### src/hdl/text_cell_buffer_with_scroll_assert.svh
// Assertion macros for the text cell buffer.
// Depends on clk and arst_n being visible where a macro is used.
`ifndef TEXT_CELL_BUFFER_WITH_SCROLL_ASSERT_SVH
`define TEXT_CELL_BUFFER_WITH_SCROLL_ASSERT_SVH

// The consequent must hold in the same cycle as the antecedent.
`define TCB_ASSERT_IMPL(lbl, ante, cons, msg) \
	lbl: assert property (@(posedge clk) disable iff (!arst_n) (ante) |-> (cons)) \
		else $error(msg);

// The consequent must hold in the cycle after the antecedent.
`define TCB_ASSERT_NEXT(lbl, ante, cons, msg) \
	lbl: assert property (@(posedge clk) disable iff (!arst_n) (ante) |=> (cons)) \
		else $error(msg);

`endif

### src/hdl/tcb_pkg.sv
// Shared types and constants for the text cell buffer.
// No dependencies.
`default_nettype none
package tcb_pkg;

	localparam logic [7:0] NEWLINE_CODE = 8'd10;
	localparam logic [7:0] SPACE_CODE   = 8'h20;

	typedef enum logic [2:0] {
		OP_WRITE_CHAR    = 3'd0,
		OP_POKE          = 3'd1,
		OP_READ_CELL     = 3'd2,
		OP_CLEAR_SCREEN  = 3'd3,
		OP_CLEAR_INVERT  = 3'd4,
		OP_INVERT_ROW    = 3'd5,
		OP_MARK_RENDERED = 3'd6
	} op_t;

	typedef enum logic [3:0] {
		ST_INIT,
		ST_IDLE,
		ST_PAD,
		ST_COPY,
		ST_FILL,
		ST_CLR_CHAR,
		ST_CLR_INV,
		ST_INV_ROW,
		ST_DONE
	} state_t;

endpackage
`default_nettype wire

### src/hdl/text_cell_buffer_with_scroll.sv
// Text cell buffer: a one-cell command goes from idle to a done state, which loads the result.
// A write_char that scrolls adds a row copy, then blanking. Newline adds space padding to the
// line end; clear_screen and clear_invert add a pass over every cell, invert_row over its row.
// One command is in work at a time; a held result does not block the next. After reset a
// clearing pass over every cell fills both RAMs; no transfer is taken then.
// Depends on tcb_pkg, tcb_ram and text_cell_buffer_with_scroll_assert.svh.
`default_nettype none
`include "text_cell_buffer_with_scroll_assert.svh"
module text_cell_buffer_with_scroll
	import tcb_pkg::*;
#(
	parameter int TEXT_COLUMNS = 21,
	parameter int TEXT_ROWS    = 4
) (
	input  wire        clk,
	input  wire        arst_n,
	input  wire        in_valid,
	output logic       in_stall,
	input  wire  [2:0] operation,
	input  wire  [7:0] char_code,
	input  wire  [4:0] column,
	input  wire  [2:0] row,
	output logic       out_valid,
	input  wire        out_stall,
	output logic [7:0] cell_char,
	output logic       cell_inverted,
	output logic [6:0] cursor_index,
	output logic       screen_dirty
);

	localparam int COLS  = TEXT_COLUMNS;
	localparam int ROWS  = TEXT_ROWS;
	localparam int CELLS = COLS * ROWS;
	localparam int AW    = $clog2(CELLS);
	localparam int CW    = $clog2(COLS);
	localparam logic [AW-1:0] LAST_CELL   = AW'(CELLS - 1);
	localparam logic [AW-1:0] SCROLL_BASE = AW'(COLS * (ROWS - 1));
	localparam logic [CW-1:0] LAST_COL    = CW'(COLS - 1);

	state_t        state_q, state_d;
	logic [AW-1:0] ptr_q, ptr_d;
	logic [CW-1:0] cnt_q, cnt_d;
	logic [AW-1:0] cursor_q, cursor_d;
	logic [CW-1:0] col_q, col_d;
	logic          dirty_q, dirty_d;
	logic          read_q, read_d;
	logic          cp_wr_s1, cp_wr_d;
	logic [AW-1:0] cp_addr_s1, cp_addr_d;
	logic          out_valid_q;
	logic          out_load;
	logic [7:0]    cell_char_q;
	logic          cell_inverted_q;
	logic [6:0]    cursor_index_q;
	logic          screen_dirty_q;

	logic          ch_we, ch_re, inv_we, inv_re;
	logic [AW-1:0] ch_waddr, ch_raddr, inv_waddr, inv_raddr;
	logic [7:0]    ch_wdata, ch_rdata;
	logic          inv_wdata, inv_rdata;

	logic          row_ok, cell_ok;
	logic [AW-1:0] cell_idx, row_base;
	logic          cur_last, col_last, ptr_last, cnt_last;
	logic [AW-1:0] cursor_adv;
	logic [CW-1:0] col_adv;
	logic [AW+6:0] cursor_ext;

	assign row_ok   = int'(row) < ROWS;
	assign cell_ok  = row_ok && (int'(column) < COLS);
	assign row_base = AW'(int'(row) * COLS);
	assign cell_idx = cell_ok ? AW'(int'(row) * COLS + int'(column)) : '0;

	assign cur_last   = cursor_q == LAST_CELL;
	assign col_last   = col_q == LAST_COL;
	assign ptr_last   = ptr_q == LAST_CELL;
	assign cnt_last   = cnt_q == LAST_COL;
	// The last cell wraps into a scroll, which leaves the cursor at the start of the bottom row.
	assign cursor_adv = cur_last ? SCROLL_BASE : cursor_q + 1'b1;
	assign col_adv    = col_last ? '0 : col_q + 1'b1;
	assign cursor_ext = {7'd0, cursor_q};

	assign in_stall      = state_q != ST_IDLE;
	assign out_valid     = out_valid_q;
	assign cell_char     = cell_char_q;
	assign cell_inverted = cell_inverted_q;
	assign cursor_index  = cursor_index_q;
	assign screen_dirty  = screen_dirty_q;

	tcb_ram #(.WIDTH(8), .DEPTH(CELLS)) u_char_ram (
		.clk   (clk),
		.we    (ch_we),
		.waddr (ch_waddr),
		.wdata (ch_wdata),
		.re    (ch_re),
		.raddr (ch_raddr),
		.rdata (ch_rdata)
	);

	tcb_ram #(.WIDTH(1), .DEPTH(CELLS)) u_inv_ram (
		.clk   (clk),
		.we    (inv_we),
		.waddr (inv_waddr),
		.wdata (inv_wdata),
		.re    (inv_re),
		.raddr (inv_raddr),
		.rdata (inv_rdata)
	);

	always_comb begin
		state_d   = state_q;
		ptr_d     = ptr_q;
		cnt_d     = cnt_q;
		cursor_d  = cursor_q;
		col_d     = col_q;
		dirty_d   = dirty_q;
		read_d    = read_q;
		cp_wr_d   = 1'b0;
		cp_addr_d = ptr_q - AW'(COLS);
		out_load  = 1'b0;
		ch_we     = 1'b0;
		ch_waddr  = cursor_q;
		ch_wdata  = SPACE_CODE;
		ch_re     = 1'b0;
		ch_raddr  = ptr_q;
		inv_we    = 1'b0;
		inv_waddr = ptr_q;
		inv_wdata = 1'b0;
		inv_re    = 1'b0;
		inv_raddr = cell_idx;

		case (state_q)
			ST_INIT: begin
				ch_we    = 1'b1;
				ch_waddr = ptr_q;
				inv_we   = 1'b1;
				if (ptr_last) begin
					ptr_d   = '0;
					state_d = ST_IDLE;
				end else begin
					ptr_d = ptr_q + 1'b1;
				end
			end
			ST_IDLE: begin
				if (in_valid) begin
					read_d  = 1'b0;
					state_d = ST_DONE;
					case (op_t'(operation))
						OP_WRITE_CHAR: begin
							dirty_d = 1'b1;
							if (char_code == NEWLINE_CODE) begin
								state_d = ST_PAD;
							end else begin
								ch_we    = 1'b1;
								ch_wdata = char_code;
								cursor_d = cursor_adv;
								col_d    = col_adv;
								if (cur_last) begin
									ptr_d   = AW'(COLS);
									state_d = ST_COPY;
								end
							end
						end
						OP_POKE: begin
							ch_we    = cell_ok;
							ch_waddr = cell_idx;
							ch_wdata = char_code;
						end
						OP_READ_CELL: begin
							ch_re    = 1'b1;
							ch_raddr = cell_idx;
							inv_re   = 1'b1;
							read_d   = cell_ok;
						end
						OP_CLEAR_SCREEN: begin
							ptr_d    = '0;
							cursor_d = '0;
							col_d    = '0;
							dirty_d  = 1'b1;
							state_d  = ST_CLR_CHAR;
						end
						OP_CLEAR_INVERT: begin
							ptr_d   = '0;
							state_d = ST_CLR_INV;
						end
						OP_INVERT_ROW: begin
							if (row_ok) begin
								ptr_d   = row_base;
								cnt_d   = '0;
								state_d = ST_INV_ROW;
							end
						end
						OP_MARK_RENDERED: begin
							dirty_d = 1'b0;
						end
						default: begin
						end
					endcase
				end
			end
			ST_PAD: begin
				// A newline pads with spaces up to the end of the line, one cell a cycle.
				ch_we    = 1'b1;
				cursor_d = cursor_adv;
				col_d    = col_adv;
				if (col_last) begin
					if (cur_last) begin
						ptr_d   = AW'(COLS);
						state_d = ST_COPY;
					end else begin
						state_d = ST_DONE;
					end
				end
			end
			ST_COPY: begin
				// Reads run one row ahead of the writes, so no entry is read after it is moved.
				ch_re     = 1'b1;
				cp_wr_d   = 1'b1;
				cp_addr_d = ptr_q - AW'(COLS);
				if (ptr_last) begin
					ptr_d   = SCROLL_BASE;
					state_d = ST_FILL;
				end else begin
					ptr_d = ptr_q + 1'b1;
				end
			end
			ST_FILL: begin
				// The last copied entry still owns the write port in the first cycle here.
				if (!cp_wr_s1) begin
					ch_we    = 1'b1;
					ch_waddr = ptr_q;
					if (ptr_last) begin
						state_d = ST_DONE;
					end else begin
						ptr_d = ptr_q + 1'b1;
					end
				end
			end
			ST_CLR_CHAR: begin
				ch_we    = 1'b1;
				ch_waddr = ptr_q;
				if (ptr_last) begin
					state_d = ST_DONE;
				end else begin
					ptr_d = ptr_q + 1'b1;
				end
			end
			ST_CLR_INV: begin
				inv_we = 1'b1;
				if (ptr_last) begin
					state_d = ST_DONE;
				end else begin
					ptr_d = ptr_q + 1'b1;
				end
			end
			ST_INV_ROW: begin
				inv_we    = 1'b1;
				inv_wdata = 1'b1;
				if (cnt_last) begin
					state_d = ST_DONE;
				end else begin
					ptr_d = ptr_q + 1'b1;
					cnt_d = cnt_q + 1'b1;
				end
			end
			ST_DONE: begin
				if (!out_valid_q || !out_stall) begin
					out_load = 1'b1;
					state_d  = ST_IDLE;
				end
			end
			default: begin
				state_d = ST_IDLE;
			end
		endcase

		if (cp_wr_s1) begin
			ch_we    = 1'b1;
			ch_waddr = cp_addr_s1;
			ch_wdata = ch_rdata;
		end
	end

	always_ff @(posedge clk or negedge arst_n) begin
		if (!arst_n) begin
			state_q     <= ST_INIT;
			ptr_q       <= '0;
			cnt_q       <= '0;
			cursor_q    <= '0;
			col_q       <= '0;
			dirty_q     <= 1'b1;
			read_q      <= 1'b0;
			cp_wr_s1    <= 1'b0;
			out_valid_q <= 1'b0;
		end else begin
			state_q  <= state_d;
			ptr_q    <= ptr_d;
			cnt_q    <= cnt_d;
			cursor_q <= cursor_d;
			col_q    <= col_d;
			dirty_q  <= dirty_d;
			read_q   <= read_d;
			cp_wr_s1 <= cp_wr_d;
			if (out_load) begin
				out_valid_q <= 1'b1;
			end else if (!out_stall) begin
				out_valid_q <= 1'b0;
			end
		end
	end

	always_ff @(posedge clk) begin
		cp_addr_s1 <= cp_addr_d;
		if (out_load) begin
			cell_char_q     <= read_q ? ch_rdata : 8'd0;
			cell_inverted_q <= read_q ? inv_rdata : 1'b0;
			cursor_index_q  <= cursor_ext[6:0];
			screen_dirty_q  <= dirty_q;
		end
	end

	`TCB_ASSERT_IMPL(a_cursor_range, 1'b1, cursor_q <= LAST_CELL, "cursor beyond last cell")
	`TCB_ASSERT_IMPL(a_col_range, 1'b1, col_q <= LAST_COL, "cursor column beyond last column")
	`TCB_ASSERT_IMPL(a_copy_order, cp_wr_s1 && state_q == ST_COPY, cp_addr_s1 < ptr_q, "scroll write overtook its read")
	`TCB_ASSERT_NEXT(a_done_handoff, state_q == ST_DONE && (!out_valid_q || !out_stall), state_q == ST_IDLE && out_valid_q, "result not handed to output register")

endmodule
`default_nettype wire

### src/hdl/tcb_ram.sv
// Generic simple dual-port RAM: one write port, one registered read port.
// No dependencies.
`default_nettype none
module tcb_ram #(
	parameter int WIDTH = 8,
	parameter int DEPTH = 84
) (
	input  wire                      clk,
	input  wire                      we,
	input  wire  [$clog2(DEPTH)-1:0] waddr,
	input  wire  [WIDTH-1:0]         wdata,
	input  wire                      re,
	input  wire  [$clog2(DEPTH)-1:0] raddr,
	output logic [WIDTH-1:0]         rdata
);

	logic [WIDTH-1:0] mem_q [DEPTH];

	always_ff @(posedge clk) begin
		if (we) begin
			mem_q[waddr] <= wdata;
		end
		if (re) begin
			rdata <= mem_q[raddr];
		end
	end

endmodule
`default_nettype wire

### config.mk
export PLATFORM = sky130hd
export DESIGN_NAME = text_cell_buffer_with_scroll
export DESIGN_NICKNAME = d
export VERILOG_FILES = /design/src/hdl/tcb_pkg.sv /design/src/hdl/text_cell_buffer_with_scroll.sv /design/src/hdl/tcb_ram.sv
export VERILOG_INCLUDE_DIRS = /design/src /design/src/hdl
export SDC_FILE = /design/constraint.sdc
export NUM_CORES = 1
export LEC_CHECK = 0
export BUFFER_PORTS_ARGS = -buffer_cell sky130_fd_sc_hd__buf_2
export CAP_MARGIN = 20
export CORE_ASPECT_RATIO = 0.75
export CORE_MARGIN = 3
export CORE_UTILIZATION = 49
export CTS_BUF_LIST = sky130_fd_sc_hd__clkbuf_16
export DETAILED_ROUTE_END_ITERATION = 6
export PLACE_DENSITY = 0.7
export SYNTH_ARGS = -nofsm -noshare
export SYNTH_HDL_FRONTEND = slang
export SYNTH_SLANG_ARGS = --single-unit
export TNS_END_PERCENT = 30
### constraint.sdc
create_clock -name clk -period 4.3 [get_ports clk]
set_clock_uncertainty 0.1 [all_clocks]
set_input_delay 1.075 -clock clk [delete_from_list [all_inputs] [get_ports clk]]
set_output_delay 1.075 -clock clk [all_outputs]
set_load 0.02 [all_outputs]
==> metrics.md, run 1 <==
| Metric | Value |
|---|---|
| Status | finished clean |
| #FFs+latches synth | 821 |
| Design area | 41800 um2 |
| Required time worst endpoint | 4.70 ns |
| GPL Wtd Cong | 1.004 |
| Place WS | -0.7204 ns |
| Static Leak | 0.01522 uW |
| Starting density of the core | 0.4992 |
| Count of different cell masters after synthesis | 90 |
| Post-synthesis compound-gate area fraction | 0.08653 |
| IR drop worst, VDD | 0.0003492 V |
| F_max | 0.2397 GHz |
| Largest net degree at the start of global routing | 87 |
| Vias post-DR | 26020 |
| FFs w/ async S/R, synth | 0.03898 |
| CP peak stage delay | 0.65 ns |
| Clock sink count | 821 |
| Fill count | 5510 |
| Drt wl/cell | 24.91 um |
| Dominant synthesized flop cell | edfxtp_1 |
| Synth Area in Simple Gates | 0.1581 |
| Cell area after synthesis | 35310 um2 |
| Post-cts hold buffer count | 0 |
| Clock slew at reported path FFs | 0.07 ns |
| Post-Syn Nets | 2919 |
| Antenna violations before repair | 0 |
| Detailed-route DRC error count | 0 |
| # port buffers | 41 |
| Horiz. Die Dim | 316.0 um |
| Grt ovf | 0 |
| Final hold violation count | 0 |
| Switching share of power | 0.3759 |
| Clock Power Share | 0.242 |
| Fin crit period | 4.172 ns |
| Post-DP Area | 39300 um2 |
| Yosys Warn Count | 0 |
| Period utilisation layout | 0.9703 |
| CTS Buf Count | 76 |
| Pint | 17280 uW |
| Pwr Density | 662.3 nW/um2 |
| Comb pwr share | 0.401 |
| Worst EP arrival | 4.57 ns |
| Final WL | 105000 um |
| DR pass1 iterations | 5 |
| HP Class | in2async |
| XOR/XNOR Fraction of Synth Area | 0.003472 |
| Drt initial violations | 4046 |
| # nets final | 3249 |
| Clk root buf | clkbuf_16 |
| Worst Tran Pin Value | 1.047 ns |
| Post-DP HPWL | 70620 um |
| Die area | 75350 um2 |
| Placement row count | 84 |
| Sequential share of power | 0.358 |
| H-tree depth | 3 |
| Avg Cell Area, Syn | 12.27 um2 |
| Max FO, Critical Path | 15 |
| N_diodes | 0 |
| Highest-delay cell along the critical path | a21oi_4 |
| Global-route wire length before repair | 155000 um |
| Die Y | 238.5 um |
| Max Cap Viol | 0 |
| Post-synthesis instance total | 2877 |
| Max Slew Vio Count | 0 |
| Vias in the first global route | 24840 |
| Worst Hold Slack | 0.4085 ns |
| RSZ-0062 raised after global routing | false |
| Final ANT Viol Nets | 0 |
| Synth Area in Adders | 0.006945 |
| Layout cells sized above 1 | 0.1848 |
| Crit-path cells | nor4b_4, a21oi_2, a21oi_4, buf_12, buf_4, buf_4, nand2_1, a21oi_1, a2111oi_0, buf_4, o21ai_0, nand2_1, and4b_1 |
| Post-synth EDFFs | 782 |
| Clk buf depth | 3 |
| Gr usage total | 0.2762 |
| Vias per cell | 6.175 |
| CTS tree | built |
| Total power | 27680 uW |
| Synthesis-to-finish area growth | 18.37% |
| Crit path launch type | register |
| Post-synthesis mux area share | 0.02689 |
| Worst Slack Setup Final | 0.1277 ns |
| Psw | 10400 uW |
| Rel. slew slack | 0.3020 |
| IO Count | 42 |
| Main combinational cell family by area after synthesis | simple AND/OR/NAND/NOR gates |
| Kind of critical path | reg2reg |
| Cell repeated most along the worst path | buf_4 |
| Setup violations, final | 0 |
| CP endpoint kind | register |
| Core Footprint | 70730 um2 |
| Clk_lat worst skew | 0.64 ns |
| Register area share after synthesis | 0.6917 |
| R2r worst-path depth | 13 |
[flip-flops by register name, indices dropped and copies added (netlist names)]
signal	flops
cell_inverted	1
cp_wr_s1	1
cursor_index	7
screen_dirty	1
u_char_ram.rdata	8
col_q	5
u_inv_ram.mem_q	84
cell_char	8
u_char_ram.mem_q	672
u_inv_ram.rdata	1
cp_addr_s1	7
cnt_q	5
out_valid	1
inv_waddr	7
read_q	1
dirty_q	1
cursor_q	7
state_q	4
[power by group through the flow]
stage               clock network [uW]  logic (uW)  registers (uW)
finish                            6700       11100            9900
global route                      7080       11700            9930
CTS                               6750       10700            9890
detailed placement                   0       10600           10100
global placement                     0       10500           10000
floorplan                            0        5670            9990
[timing repair]
action / 4_1_cts / 5_1_grt
endpoints found under the hold margin: 0 / 0
gates resized for setup: 3 / 13
pin swaps: 0 / 2
setup endpoints to repair: 24 / 199
buffers inserted: 0 / 0
[area by class of cell]
cell class | instances | area [um2] | share of cell area
Sequential cell | 821 | 24420 | 0.5844
Tap cell | 946 | 1184 | 0.02832
Clock buffer | 78 | 1952 | 0.04670
Inverter | 20 | 75.07 | 0.001796
Clock inverter | 61 | 495.5 | 0.01185
Timing Repair Buffer | 427 | 3566 | 0.08531
Multi-Input combinational cell | 1861 | 10100 | 0.2417
[critical path: cells and delay by family, from the launching register on]
family                 cells  cell delay (ns)
AOI/OAI and AO/OA          5             1.57
and+or+nand+nor            4             1.03
buffers and inverters      4             0.90
DFF                        1             0.41
[cells in the mapped netlist (19+ instances only)]
cell | count | area (um2)
and3_1 | 31 | 193.9
edfxtp_1 | 782 | 23480
buf_2 | 78 | 390.4
nand3_1 | 248 | 1241
clkbuf_1 | 69 | 259.0
o211ai_1 | 19 | 142.6
mux2i_1 | 87 | 870.8
a22oi_1 | 33 | 247.7
o221ai_1 | 25 | 219.0
a211oi_1 | 32 | 240.2
a31oi_1 | 44 | 275.3
nor3_1 | 21 | 105.1
o21ai_0 | 63 | 315.3
nor2_1 | 220 | 825.8
nand2_1 | 631 | 2369
dfrtp_1 | 31 | 775.7
a21oi_1 | 151 | 755.7
[through the flow]
stage / TNS, ns / util / instances
finish: 0 / 0.5909 / 4214
CTS: 0 / 0.5903 / 4214
global route: 0 / 0.5909 / 4214
global placement: -284.51 / 0.5556 / 4075
floorplan: -88.64 / - / 2877
detailed placement: -253.48 / 0.5556 / 4075
[cells in the final DEF, fill, tap and decap left out, types with 19 or more instances in the layout]
| master | n |
|---|---|
| edfxtp_1 | 782 |
| nand2_1 | 630 |
| buf_4 | 349 |
| nand3_1 | 248 |
| nor2_1 | 210 |
| a21oi_1 | 148 |
| mux2i_1 | 87 |
| clkbuf_16 | 78 |
| o21ai_0 | 61 |
| a31oi_1 | 44 |
| buf_2 | 41 |
| inv_1 | 39 |
| buf_12 | 37 |
| a22oi_1 | 33 |
| a211oi_1 | 32 |
| and3_1 | 31 |
| dfrtp_1 | 31 |
| o221ai_1 | 25 |
| o211ai_1 | 19 |
[layer usage]
layer  global-route usage  part of all wire  up-vias
li1                     -                 -    11310
met1               0.4063              0.41    12770
met3              0.07389              0.13      226
met2               0.4040              0.43     1713
met5                    0                 0        -
met4              0.08323             0.031        0
[cells by family (layout without fill, tap and decap cells)]
logic type      count (synthesis)  count (layout)
compound gates                464             464
flops                         821             821
simple gates                 1270            1270
fa+ha+maj                      19              19
mux                            94              94
buf+inv                       195             586
xor+xnor                       14              14
[final timing paths]
check,from,to,slack (ns)
min reg2reg,col_q[4],col_q[4],0.41
max in group asynchronous,arst_n,read_q,3.18
max,state_q[3],u_char_ram.rdata[2],0.13
max reg2reg,state_q[3],u_char_ram.rdata[2],0.13
min,arst_n,cnt_q[1],0.41
min in group clk,col_q[4],col_q[4],0.41
(Power assumes the default switching activity.)
==> inputs of run 2 (changes only) <==
==> constraint.sdc (replaced) <==
create_clock -name clk -period 4.3 [get_ports clk]
set_clock_uncertainty 0.1 [all_clocks]
set_input_delay 0.43 -clock clk [delete_from_list [all_inputs] [get_ports clk]]
set_output_delay 0.43 -clock clk [all_outputs]
set_load 0.02 [all_outputs]
==> run 2 against run 1 <==
  * Clock-buffer cell count did not move
  * Critical path depth rose by 1
  * Clock power fell by 3.0%
  * Power fell by 3.6%
  * Cell count fell by 3.4%
  * Setup slack improved by 0.15 ns
  * Register-to-register slack improved by 0.15 ns
  * Non-clock buffer count fell by 143
  * Flip-flop and latch count did not move
  * Fmax rose by 3.6%
  * Via count fell by 2.0%
  * Critical path type unchanged
  * Critical endpoint is now u_char_ram.rdata[7]
  * Highest routed layer is now met5
==> metrics.md, run 2 (same netlist as run 1, synthesis figures left out) <==
| Metric | Value |
|---|---|
| Status | finished clean |
| Place WS | -0.09088 ns |
| Clk_lat worst skew | 0.65 ns |
| Worst R2R Setup Slack | 0.27 ns |
| Vias per cell | 6.270 |
| Starting density of the core | 0.4992 |
| Grt ovf | 0 |
| Most frequent cells in the layout | edfxtp_1, nand2_1, nand3_1, nor2_1, buf_4 |
| DR pass1 iterations | 6 |
| Crit path launch type | register |
| Worst Slack Setup Final | 0.2738 ns |
| Vias in the first global route | 24230 |
| Largest net degree at the start of global routing | 87 |
| Top reg by flops | u_char_ram.mem_q |
| Rel. slew slack | 0.3049 |
| Most common cell after layout, fill and taps aside | edfxtp_1 |
| Post-cts resize count | 0 |
| Post-DP HPWL | 68310 um |
| Die area | 75350 um2 |
| Global-route wire length before repair | 153300 um |
| Highest-delay cell along the critical path | o21ai_0 |
| Worst Tran Pin Value | 1.039 ns |
| Synthesis-to-finish area growth | 14.63% |
| GPL Wtd Cong | 0.9615 |
| Max reg flops | 672 |
| N_diodes | 0 |
| Max Cap Viol | 0 |
| Final hold violation count | 0 |
| Setup violations, final | 0 |
| Kind of critical path | reg2reg |
| H-tree depth | 3 |
| Drt initial violations | 4263 |
| Clock sink count | 821 |
| Detailed-route DRC error count | 0 |
| # port buffers | 41 |
| Layout cells sized above 1 | 0.1428 |
| Clock slew at reported path FFs | 0.06 ns |
| Gr usage total | 0.2736 |
| Clk buf depth | 3 |
| Comb pwr share | 0.385 |
| F_max | 0.2484 GHz |
| HP Class | in2reg |
| Period utilisation layout | 0.9363 |
| Static Leak | 0.01440 uW |
| Max Slew Vio Count | 0 |
| Final core utilization | 0.5722 |
| Fin crit period | 4.026 ns |
| Vias post-DR | 25510 |
| Clock Power Share | 0.244 |
| IR drop worst, VDD | 0.0004279 V |
| Regs by FF count | u_char_ram.mem_q x672, u_inv_ram.mem_q x84 |
| Crit path buf inv count | 5 |
| Switching share of power | 0.3833 |
| CTS Buf Count | 75 |
| Final ANT Viol Nets | 0 |
| Worst EP arrival | 4.43 ns |
| CTS tree | built |
| Crit-path cells | nor4b_4, buf_4, buf_4, a21oi_1, buf_4, a21o_4, buf_12, nand2_1, a21oi_1, a2111oi_0, buf_4, o21ai_0, nand2_1, and4b_1 |
| Psw | 10230 uW |
| Top Family by Delay on Critical Path | compound AO/OA/AOI/OAI gates |
| Clk root buf | clkbuf_16 |
| Final WL | 103800 um |
| IO Count | 42 |
| Sequential share of power | 0.372 |
| Antenna violations before repair | 3 |
| Required time worst endpoint | 4.71 ns |
| Pwr Density | 659.6 nW/um2 |
| Drt wl/cell | 25.52 um |
| CP endpoint kind | register |
| Max FO, Critical Path | 39 |
| CP peak stage delay | 0.54 ns |
| RSZ-0062 raised after global routing | false |
| Cell repeated most along the worst path | buf_4 |
| Horiz. Die Dim | 316.0 um |
| Placement row count | 84 |
| Core Footprint | 70730 um2 |
| # nets final | 3105 |
| Die Y | 238.5 um |
| Pint | 16460 uW |
==> run 2: cell types whose count changed in the layout (fill, tap and decap cells not counted), moves of 4 or more <==
cell | before | now
clkinvlp_4 | 1 | 6
inv_1 | 39 | 32
buf_12 | 37 | 28
nor2_2 | 9 | 2
buf_4 | 349 | 212
nor2_1 | 210 | 219
clkinv_1 | 14 | 18
bufinv_16 | 8 | 4
==> run 2: power groups by stage <==
stage / clock (uW) / combinational, uW / sequential (uW)
floorplan: 0 / 5670 / 9990
global placement: 0 / 9680 / 10100
detailed placement: 0 / 9840 / 10100
CTS: 6560 / 9890 / 9910
global route: 6890 / 10900 / 9960
finish: 6500 / 10300 / 9930
==> run 2: final cells by class <==
cell class                 instances  area, um2
tap                              946       1184
inverter                          20      75.07
multi-input combinational       1861      10040
clock inverter                    59      405.4
clock buffer                      78       1952
fill                            5577      30260
timing repair buffer             284       2392
sequential                       821      24420
==> run 2: worst min-delay path, cell delays in order <==
cell and delay, ns:
buf_2 0.16, a31oi_1 0.17, a21oi_1 0.06
==> run 2: stage by stage <==
step / TNS, ns / std cells / hold slack, ns / total power (uW) / cell area [um2]
6_report: 0 / 4069 / 0.07571 / 26700 / 40480
3_3_place_gp: -0.1109 / 3925 / 0.3641 / 19740 / 38050
4_1_cts: 0 / 4064 / 0.04502 / 26360 / 40430
5_1_grt: 0 / 4069 / 0.07995 / 27700 / 40480
3_5_place_dp: -11.62 / 3925 / 0.3706 / 19920 / 38050
2_1_floorplan: 0 / 2877 / 0.03441 / 15660 / 35320
==> run 2: per-layer routing <==
metal	vias up	wire length, um	GRT usage	part of all wire
met5	-	44	0	0.00042
met4	6	2746	0.07128	0.026
met3	236	14550	0.09021	0.14
met2	1778	44380	0.3888	0.43
met1	12470	42130	0.4057	0.41
li1	11020	-	-	-
==> run 2: final timing paths <==
check                            from                   to  depth (start not counted)
min reg2reg                  col_q[4]             col_q[4]                          1
max in group asynchronous      arst_n             col_q[2]                          2
min                          in_valid              dirty_q                          3
max                        state_q[0]  u_char_ram.rdata[7]                         14
min in group asynchronous      arst_n           state_q[1]                          2
max reg2reg                state_q[0]  u_char_ram.rdata[7]                         14
==> run 2: what timing repair did <==
action / in CTS / in global routing
endpoints found under the setup margin: 0 / 19
buffers inserted: 0 / 4
hold buffers: 2 / 0
endpoints found under the hold margin: 32 / 0
